--- config.mk ---
export PLATFORM = sky130hd
export DESIGN_NAME = tracked_id_state_table_top
export DESIGN_NICKNAME = d
export VERILOG_FILES = /design/src/rtl/tidst_pkg.sv /design/src/rtl/tidst_ctrl.sv /design/src/rtl/tidst_dp.sv /design/src/rtl/tracked_id_state_table_top.sv
export SDC_FILE = /design/constraint.sdc
export NUM_CORES = 2
export LEC_CHECK = 0
export ABC_CLOCK_PERIOD_IN_PS = 7200
export BUFFER_PORTS_ARGS = -buffer_cell sky130_fd_sc_hd__buf_2
export CAP_MARGIN = 20
export CORE_UTILIZATION = 60
export DETAILED_ROUTE_END_ITERATION = 8
export PLACE_DENSITY_LB_ADDON = 0.12
export SLEW_MARGIN = 0
export SYNTH_ARGS = -nofsm -noshare
export SYNTH_HDL_FRONTEND = slang
export SYNTH_SLANG_ARGS = --single-unit
--- constraint.sdc ---
create_clock -name clk -period 7.2 [get_ports clk]
set_input_delay 1.44 -clock clk [delete_from_list [all_inputs] [get_ports clk]]
set_output_delay 1.44 -clock clk [all_outputs]
set_load 0.02 [all_outputs]
--- src/rtl/tidst_pkg.sv ---
// ----------------------------------------------------------------------------
// Tracked id state table package
// Shared types, opcodes, status codes and helpers for the tracked id table.
// ----------------------------------------------------------------------------
`default_nettype none

package tidst_pkg;

  // Default sizing, handed to the top-level parameters.
  localparam int TABLE_DEPTH_DEF = 32;
  localparam int STATE_BITS_DEF  = 3;

  // Value that marks the current id or the last tracked id as unset.
  localparam logic signed [31:0] ID_NONE = -32'sd1;

  // Operation codes.
  localparam logic [2:0] OP_ADD     = 3'd0;
  localparam logic [2:0] OP_SET     = 3'd1;
  localparam logic [2:0] OP_GET     = 3'd2;
  localparam logic [2:0] OP_ADVANCE = 3'd3;
  localparam logic [2:0] OP_CLR_BAD = 3'd4;
  localparam logic [2:0] OP_CLR_ALL = 3'd5;

  // Status codes.
  localparam logic [2:0] ST_OK        = 3'd0;
  localparam logic [2:0] ST_NOT_ABOVE = 3'd1;
  localparam logic [2:0] ST_EXISTS    = 3'd2;
  localparam logic [2:0] ST_MISSING   = 3'd3;
  localparam logic [2:0] ST_FULL      = 3'd4;
  localparam logic [2:0] ST_BACKWARDS = 3'd5;

  // One request.
  typedef struct packed {
    logic [2:0]  opcode;
    logic [30:0] entry_id;
    logic [2:0]  entry_state;
  } in_t;

  // One result.
  typedef struct packed {
    logic               ok;
    logic [2:0]         status;
    logic [2:0]         read_state;
    logic signed [31:0] current_id;
    logic [2:0]         current_state;
    logic signed [31:0] last_tracked;
  } out_t;

  // Commands from the controller to the datapath.
  typedef struct packed {
    logic load;    // capture the request and clear the scan results
    logic issue;   // read the next table slot
    logic commit;  // apply the operation and present the result
  } ctl_cmd_t;

  // Status from the datapath to the controller.
  typedef struct packed {
    logic need_scan;   // the request on the input needs a table scan
    logic issue_last;  // the slot being read is the last one
  } dp_sts_t;

  // A state code is bad when its bit in the mask is set.
  function automatic logic is_bad(input logic [7:0] mask, input logic [2:0] code);
    return mask[code];
  endfunction

endpackage

`default_nettype wire

--- src/rtl/tidst_ctrl.sv ---
// ----------------------------------------------------------------------------
// Tracked id table controller
// Sequences request capture, the slot scan and the final commit.
// ----------------------------------------------------------------------------
`default_nettype none

module tidst_ctrl (
  input  wire logic                clk,
  input  wire logic                rst_n,
  input  wire logic                start,
  input  wire tidst_pkg::dp_sts_t  sts,
  output logic                     busy,
  output tidst_pkg::ctl_cmd_t      cmd
);
  import tidst_pkg::*;

  typedef enum logic [3:0] {
    S_IDLE  = 4'b0001,
    S_SCAN  = 4'b0010,
    S_DRAIN = 4'b0100,
    S_DONE  = 4'b1000
  } state_t;

  state_t state_r, state_nxt;

  // Next-state and command decode.
  always_comb begin
    state_nxt  = state_r;
    cmd.load   = 1'b0;
    cmd.issue  = 1'b0;
    cmd.commit = 1'b0;
    case (state_r)
      S_IDLE: begin
        if (start) begin
          cmd.load  = 1'b1;
          state_nxt = sts.need_scan ? S_SCAN : S_DONE;
        end
      end
      S_SCAN: begin
        cmd.issue = 1'b1;
        if (sts.issue_last) begin
          state_nxt = S_DRAIN;
        end
      end
      S_DRAIN: begin
        // The last slot read is evaluated in this cycle.
        state_nxt = S_DONE;
      end
      S_DONE: begin
        cmd.commit = 1'b1;
        state_nxt  = S_IDLE;
      end
      default: begin
        state_nxt = S_IDLE;
      end
    endcase
  end

  // State register.
  always_ff @(posedge clk) begin
    if (!rst_n) begin
      state_r <= S_IDLE;
    end else begin
      state_r <= state_nxt;
    end
  end

  assign busy = (state_r != S_IDLE);

endmodule

`default_nettype wire

--- src/rtl/tidst_dp.sv ---
// ----------------------------------------------------------------------------
// Tracked id table datapath
// Holds the slot table, the tracking registers and the scan logic that finds
// the addressed id, the lowest free slot and the lowest non-bad entry.
// ----------------------------------------------------------------------------
`default_nettype none

module tidst_dp #(
  parameter int TABLE_DEPTH = tidst_pkg::TABLE_DEPTH_DEF,
  parameter int STATE_BITS  = tidst_pkg::STATE_BITS_DEF
) (
  input  wire logic                clk,
  input  wire logic                rst_n,
  input  wire tidst_pkg::in_t      in_data,
  input  wire logic                cfg_we,
  input  wire logic [7:0]          cfg_wdata,
  input  wire tidst_pkg::ctl_cmd_t cmd,
  output tidst_pkg::dp_sts_t       sts,
  output logic                     out_valid,
  output tidst_pkg::out_t          out_data
);
  import tidst_pkg::*;

  localparam int IDX_W = $clog2(TABLE_DEPTH);

  // Configuration and captured request.
  logic [7:0]            mask_r;
  logic [2:0]            op_r;
  logic [30:0]           id_r;
  logic [STATE_BITS-1:0] st_r;

  // Slot table: valid bits in flops, ids and states in memory.
  logic [TABLE_DEPTH-1:0] valid_r;
  logic [30:0]            mem_id [TABLE_DEPTH];
  logic [STATE_BITS-1:0]  mem_st [TABLE_DEPTH];

  // Scan pipeline.
  logic [IDX_W-1:0]      addr_r;
  logic [IDX_W-1:0]      idx_d_r;
  logic                  dvld_r;
  logic [30:0]           rd_id_r;
  logic [STATE_BITS-1:0] rd_st_r;

  // Scan results.
  logic                  match_r;
  logic [IDX_W-1:0]      match_idx_r;
  logic [STATE_BITS-1:0] match_st_r;
  logic                  free_r;
  logic [IDX_W-1:0]      free_idx_r;
  logic                  best_r;
  logic [30:0]           best_id_r;
  logic [STATE_BITS-1:0] best_st_r;

  // Tracking registers.
  logic signed [31:0]    cur_id_r, cur_id_nxt;
  logic [STATE_BITS-1:0] cur_st_r, cur_st_nxt;
  logic signed [31:0]    last_r, last_nxt;

  // Result register.
  logic out_valid_r;
  out_t out_r;

  // Scan and commit signals.
  logic                  slot_vld;
  logic                  hit;
  logic [STATE_BITS-1:0] cand_st;
  logic                  better;
  logic                  kill;
  logic signed [31:0]    id_s;
  logic                  ok;
  logic [2:0]            status;
  logic [2:0]            rd_state;
  logic                  wr_en;
  logic [IDX_W-1:0]      wr_idx;
  logic                  set_valid;
  logic                  clr_all;

  // Status towards the controller.
  always_comb begin
    case (in_data.opcode)
      OP_ADD, OP_SET, OP_GET: sts.need_scan = 1'b1;
      OP_CLR_BAD:             sts.need_scan = (mask_r != 8'd0);
      default:                sts.need_scan = 1'b0;
    endcase
    sts.issue_last = (addr_r == IDX_W'(TABLE_DEPTH - 1));
  end

  // Bad state mask register.
  always_ff @(posedge clk) begin
    if (!rst_n) begin
      mask_r <= 8'd0;
    end else if (cfg_we) begin
      mask_r <= cfg_wdata;
    end
  end

  // Request capture.
  always_ff @(posedge clk) begin
    if (cmd.load) begin
      op_r <= in_data.opcode;
      id_r <= in_data.entry_id;
      st_r <= in_data.entry_state[STATE_BITS-1:0];
    end
  end

  // Table memory: one write port, one registered read port.
  always_ff @(posedge clk) begin
    if (wr_en) begin
      mem_id[wr_idx] <= id_r;
      mem_st[wr_idx] <= st_r;
    end
    if (cmd.issue) begin
      rd_id_r <= mem_id[addr_r];
      rd_st_r <= mem_st[addr_r];
    end
  end

  // Read address counter and data-valid flag.
  always_ff @(posedge clk) begin
    if (!rst_n) begin
      addr_r <= '0;
      dvld_r <= 1'b0;
    end else begin
      dvld_r <= cmd.issue;
      if (cmd.load) begin
        addr_r <= '0;
      end else if (cmd.issue) begin
        addr_r <= sts.issue_last ? '0 : addr_r + 1'b1;
      end
    end
  end

  always_ff @(posedge clk) begin
    if (cmd.issue) begin
      idx_d_r <= addr_r;
    end
  end

  // Evaluation of one slot. For a set the matching slot is taken with its
  // new state, so the lowest non-bad entry already reflects the write.
  assign slot_vld = valid_r[idx_d_r];
  assign hit      = slot_vld && (rd_id_r == id_r);
  assign cand_st  = ((op_r == OP_SET) && hit) ? st_r : rd_st_r;
  assign better   = slot_vld && !is_bad(mask_r, 3'(cand_st)) &&
                    (!best_r || (rd_id_r < best_id_r));
  assign kill     = slot_vld && (op_r == OP_CLR_BAD) && is_bad(mask_r, 3'(rd_st_r));

  // Scan result trackers, cleared when a request is captured.
  always_ff @(posedge clk) begin
    if (cmd.load) begin
      match_r <= 1'b0;
      free_r  <= 1'b0;
      best_r  <= 1'b0;
    end else if (dvld_r) begin
      if (hit) begin
        match_r     <= 1'b1;
        match_idx_r <= idx_d_r;
        match_st_r  <= rd_st_r;
      end
      if (!slot_vld && !free_r) begin
        free_r     <= 1'b1;
        free_idx_r <= idx_d_r;
      end
      if (better) begin
        best_r    <= 1'b1;
        best_id_r <= rd_id_r;
        best_st_r <= cand_st;
      end
    end
  end

  assign id_s = {1'b0, id_r};

  // Outcome of the operation and the next tracking values.
  always_comb begin
    ok         = 1'b0;
    status     = ST_OK;
    rd_state   = 3'd0;
    cur_id_nxt = cur_id_r;
    cur_st_nxt = cur_st_r;
    last_nxt   = last_r;
    wr_en      = 1'b0;
    wr_idx     = match_idx_r;
    set_valid  = 1'b0;
    clr_all    = 1'b0;
    case (op_r)
      OP_ADD: begin
        if (id_s <= last_r) begin
          status = ST_NOT_ABOVE;
        end else if (match_r) begin
          status = ST_EXISTS;
        end else if (!free_r) begin
          status = ST_FULL;
        end else begin
          ok        = 1'b1;
          wr_en     = cmd.commit;
          wr_idx    = free_idx_r;
          set_valid = 1'b1;
          if (!is_bad(mask_r, 3'(st_r)) && (!best_r || (id_r < best_id_r))) begin
            cur_id_nxt = id_s;
            cur_st_nxt = st_r;
          end else if (best_r) begin
            cur_id_nxt = {1'b0, best_id_r};
            cur_st_nxt = best_st_r;
          end else begin
            cur_id_nxt = ID_NONE;
            cur_st_nxt = '0;
          end
        end
      end
      OP_SET: begin
        if (!match_r) begin
          status = ST_MISSING;
        end else begin
          ok    = 1'b1;
          wr_en = cmd.commit;
          if (best_r) begin
            cur_id_nxt = {1'b0, best_id_r};
            cur_st_nxt = best_st_r;
          end else begin
            cur_id_nxt = ID_NONE;
            cur_st_nxt = '0;
          end
        end
      end
      OP_GET: begin
        if (!match_r) begin
          status = ST_MISSING;
        end else begin
          ok       = 1'b1;
          rd_state = 3'(match_st_r);
        end
      end
      OP_ADVANCE: begin
        // An unset last tracked id is below every id, so no special case.
        if (id_s < last_r) begin
          status = ST_BACKWARDS;
        end else begin
          ok       = 1'b1;
          last_nxt = id_s;
        end
      end
      OP_CLR_BAD: begin
        ok = 1'b1;
        if (mask_r != 8'd0) begin
          cur_id_nxt = ID_NONE;
          cur_st_nxt = '0;
          last_nxt   = ID_NONE;
        end
      end
      OP_CLR_ALL: begin
        ok         = 1'b1;
        clr_all    = 1'b1;
        cur_id_nxt = ID_NONE;
        cur_st_nxt = '0;
        last_nxt   = ID_NONE;
      end
      default: begin
        ok = 1'b0;
      end
    endcase
  end

  // Valid bits: cleared by clear-all, set by an add, dropped by clear-bad.
  always_ff @(posedge clk) begin
    if (!rst_n) begin
      valid_r <= '0;
    end else if (cmd.commit && clr_all) begin
      valid_r <= '0;
    end else if (cmd.commit && set_valid) begin
      valid_r[wr_idx] <= 1'b1;
    end else if (dvld_r && kill) begin
      valid_r[idx_d_r] <= 1'b0;
    end
  end

  // Tracking registers.
  always_ff @(posedge clk) begin
    if (!rst_n) begin
      cur_id_r <= ID_NONE;
      cur_st_r <= '0;
      last_r   <= ID_NONE;
    end else if (cmd.commit) begin
      cur_id_r <= cur_id_nxt;
      cur_st_r <= cur_st_nxt;
      last_r   <= last_nxt;
    end
  end

  // Result strobe and payload.
  always_ff @(posedge clk) begin
    if (!rst_n) begin
      out_valid_r <= 1'b0;
    end else begin
      out_valid_r <= cmd.commit;
    end
  end

  always_ff @(posedge clk) begin
    if (cmd.commit) begin
      out_r.ok            <= ok;
      out_r.status        <= status;
      out_r.read_state    <= rd_state;
      out_r.current_id    <= cur_id_nxt;
      out_r.current_state <= 3'(cur_st_nxt);
      out_r.last_tracked  <= last_nxt;
    end
  end

  assign out_valid = out_valid_r;
  assign out_data  = out_r;

endmodule

`default_nettype wire

--- src/rtl/tracked_id_state_table_top.sv ---
// ----------------------------------------------------------------------------
// Tracked id state table
// Table of object ids with state codes, a last tracked id and a current entry.
// ----------------------------------------------------------------------------
// Add, set, get and clear-bad (with a non-empty mask) scan every slot of the
// table before they commit; one slot of the table memory is read per cycle.
// Other requests skip the scan and go from capture straight to the commit.
// A new request is taken in the cycle its predecessor's result is shown.
// The receiver cannot stall. Reset is synchronous: empty table, unset ids.
`default_nettype none

module tracked_id_state_table_top #(
  parameter int TABLE_DEPTH = tidst_pkg::TABLE_DEPTH_DEF,
  parameter int STATE_BITS  = tidst_pkg::STATE_BITS_DEF
) (
  input  wire logic           clk,
  input  wire logic           rst_n,
  input  wire logic           start,
  output logic                busy,
  input  wire tidst_pkg::in_t in_data,
  output logic                out_valid,
  output tidst_pkg::out_t     out_data,
  input  wire logic           cfg_we,
  input  wire logic [7:0]     cfg_wdata
);
  import tidst_pkg::*;

  ctl_cmd_t cmd;
  dp_sts_t  sts;

  // Sequencer.
  tidst_ctrl u_ctrl (
    .clk   (clk),
    .rst_n (rst_n),
    .start (start),
    .sts   (sts),
    .busy  (busy),
    .cmd   (cmd)
  );

  // Table and tracking datapath.
  tidst_dp #(
    .TABLE_DEPTH (TABLE_DEPTH),
    .STATE_BITS  (STATE_BITS)
  ) u_dp (
    .clk       (clk),
    .rst_n     (rst_n),
    .in_data   (in_data),
    .cfg_we    (cfg_we),
    .cfg_wdata (cfg_wdata),
    .cmd       (cmd),
    .sts       (sts),
    .out_valid (out_valid),
    .out_data  (out_data)
  );

  // A taken request keeps the block busy in the next cycle.
  a_take_busy: assert property (@(posedge clk) disable iff (!rst_n)
    (start && !busy) |=> busy)
    else $error("request taken but block not busy");

  // A result is only shown once the block is free again.
  a_out_idle: assert property (@(posedge clk) disable iff (!rst_n)
    out_valid |-> !busy)
    else $error("result shown while busy");

  // A successful request always reports the ok status.
  a_ok_status: assert property (@(posedge clk) disable iff (!rst_n)
    (out_valid && out_data.ok) |-> (out_data.status == ST_OK))
    else $error("success with error status");

  // With no current entry the current state reads as zero.
  a_none_state: assert property (@(posedge clk) disable iff (!rst_n)
    (out_valid && (out_data.current_id == ID_NONE)) |-> (out_data.current_state == 3'd0))
    else $error("current state set without current entry");

endmodule

`default_nettype wire

==> metrics.cfg <==
[run_status]
status=finished with violations
violations=design-rule violations

[min_path]
whs_endpoint=u_dp.valid_r[25]
hp-class=register to register
hold_depth=2
holdCritStartpoint=u_dp.valid_r[25]

[place]
dp_cells=5149
port_buffers=124
hpwl_mm=104.4
dp_slack_ns=1.236
routabilityCongestion=0.9314

[floorplanning]
ioPinCount=125
row_count=114
core_mm2=0.09699
die_height_um=315.3
initial_core_util_pct=60.71
dieWidth_um=315.3
die_area_mm2=0.09939

[worst_setup_path]
end_kind=register
reg2reg_depth=18
startpoint_type=register
path_max_fanout=20
critPathKind=register to register
critPathRequiredTime_ns=7.65
arrival_ns=6.69
timing.rr.end=u_dp.mem_id[22][0]
r2r_start=u_dp.id_r[1]
r2r_setup_slack_ns=0.97

[global_routing]
overflow=0
grt_busiest_layer=met2
grtUsageMet2_pct=50.72
grt_pass1_vias=34150
grt_max_degree=118
grt_pass1_wl_mm=235.0
met1_usage_pct=45.35
grt_antenna_before_repair=29
use_met3_pct=6.881
track_usage_pct=33.14

[cts]
post_cts_buffers=0
root_buffer=clkbuf_16
ctsResizeCount=0
tritoncts=done
cts.sinks=1406
cts_made_buffers=142
h-tree-depth=4
cts_hold_buffers=0
clkTransAtPathRegs_ns=0.06
clock_path_buffers=3
insertion_delay_ns=0.77

[synth]
yosys_most_used_dff=edfxtp_1
synth_edf_count=1285
synthTopCellsByArea=edfxtp_1, mux4_2, dfxtp_1
postSynthCellCount=3860
synth.avg_cell_area_um2=15.25
yosys.area.top_type=edfxtp_1
ys_seq_area_share_pct=69.65
synth_top_area_share_pct=65.53
async_flop_share_pct=0
synth_area_mm2=0.05888
synth_seq_cells=1406
ys_types=75
synth_fp_nets=4003
yosys_warnings=0

[sta]
tightest_slew_ns=1.151
relSlewSlack_pct=22.63
fin_ws_ns=0.9657
max_freq_mhz=160.4
fin_worst_skew_ns=0.02420
fin_crit_ns=6.234
tns_ns=0
final_max_slew_viol_count=0
period_share_pct=86.59
final_hold_viol_count=0
setup-violations-final=0
rsz0062_at_grt=no

[drt]
drcViolationCount=36
first_pass_iters=9
detail_route.iter0.violations=4572
postRouteAntennaNets=0
wl_per_cell_um=30.13
viasPerCell=6.609
wirelength_mm=163.3
via_count=35810

[power_and_ir_drop]
ir_worst_vdd_mv=0.2887
p_per_area_mw_per_mm2=253.5
leakagePower_nw=21.09

[finish]
final_common_cell=edfxtp_1
mostFrequentLayoutCells=edfxtp_1, a21oi_1, nand2_1
fin_cells=5418
syn2layout_area_growth_pct=11.97
drive_gt1_share_pct=17.29
nNetsFinal=4162

[job]
maxCapViolations=0

layout make-up:
cell class	count	area (µm²)
Antenna cell	12	30.03
Clock buffer	183	3780
Clock inverter	72	560.5
Fill cell	6583	31060
Inverter	86	325.3
Multi-Input combinational cell	2151	16960
Sequential cell	1406	41030
Tap cell	1276	1597
Timing Repair Buffer	232	1654
power breakdown:
group	leakage, nW	total (W)	switching (W)	internal [W]
Sequential	12.6	0.00901	0.0000364	0.00898
Combinational	6.43	0.000716	0.000527	0.000188
Clock	2.11	0.00699	0.00309	0.00390
Total	21.1	0.0167	0.00365	0.0131
cell usage after synthesis (11+ instances only):
cell and n:
edfxtp_1 1285, inv_1 84, a21o_1 41, clkbuf_1 134, mux2i_1 232, o21ai_0 205
a211oi_1 30, a221oi_1 12, o22ai_1 66, a21oi_1 306, xnor2_1 12, o221ai_1 103
nand2b_1 26, nor2_1 186, ha_1 94, o21bai_1 14, nor2b_1 34, nand4_1 23
o22ai_2 11, nor3_1 51, or3_1 17, and2_1 17, a211o_1 44, nand2_1 261
and3_1 13, o32ai_1 12, dfxtp_1 121, mux4_2 141, mux2_2 78, buf_2 39
xor2_1 20, buf_1 39, nand3_1 26
stage by stage:
step	hold WS (ns)	cell area (µm²)	utilization, %	power, W
floorplan	0.4293	58880	-	0.009578
global placement	0.4549	61480	63.39	0.009871
detailed placement	0.4634	61510	63.41	0.009887
CTS	0.4714	65850	67.89	0.01676
global route	0.4927	65920	67.96	0.01712
finish	0.4709	65930	67.97	0.01672
kinds of logic after synthesis:
group	share of synthesized area, %
buffers and inverters	2.059
adder cells (fa/ha/maj)	1.997
AO/OA/AOI/OAI	9.526
XOR/XNOR	0.4760
AND/OR/NAND/NOR	5.380
multiplexers	10.91
flip-flops	69.65
registers in the layout, summed over array words and instances (netlist names), 3 cells and up:
name and count:
u_dp.out_data 74, u_dp.valid_r 32, u_dp.free_idx_r 5, u_dp.id_r 31, u_dp.mem_st 96, u_dp.op_r 3, u_dp.mem_id 992, u_dp.cur_st_r 3
u_dp.st_r 3, u_dp.best_id_r 31, u_dp.mask_r 8, u_dp.best_st_r 3, u_dp.match_st_r 3, u_dp.cur_id_r 32, u_dp.last_r 32, u_dp.addr_r 5
u_dp.idx_d_r 5, u_dp.rd_st_r 3, u_ctrl.state_r 4, u_dp.match_idx_r 5, u_dp.rd_id_r 31
worst max-delay path: stages (launching register included):
cell      delay, ns
edfxtp_1       0.40
ha_1           0.31
nor2b_1        0.13
o21a_1         0.16
o21a_1         0.16
o21a_1         0.17
o21ai_0        0.16
nand2b_1       0.08
a21oi_1        0.14
o21ai_0        0.10
a211o_1        0.29
ha_1           0.29
inv_1          0.08
a31oi_2        0.42
nand4b_1       0.65
o21ai_0        0.99
nand2_1        0.47
nor2_4         0.64
buf_12         0.26
layer usage:
layer / routed length (µm) / vias to the layer above
met5: 142 / -
met4: 8204 / 18
met3: 15810 / 358
met2: 76200 / 1949
met1: 62900 / 17970
li1: - / 15520
worst max path at each step:
stage                 startpoint                   to  depth (start not counted)
CTS                 u_dp.id_r[1]   u_dp.mem_id[22][0]                         18
global placement    u_dp.id_r[9]  u_dp.mem_id[22][25]                         18
detailed placement  u_dp.id_r[1]  u_dp.mem_id[22][25]                         18
global route        u_dp.id_r[9]   u_dp.mem_id[22][0]                         18
floorplan           u_dp.id_r[9]   u_dp.mem_id[10][0]                         20
finish              u_dp.id_r[1]   u_dp.mem_id[22][0]                         18
Power figures use the tool's default switching activity.
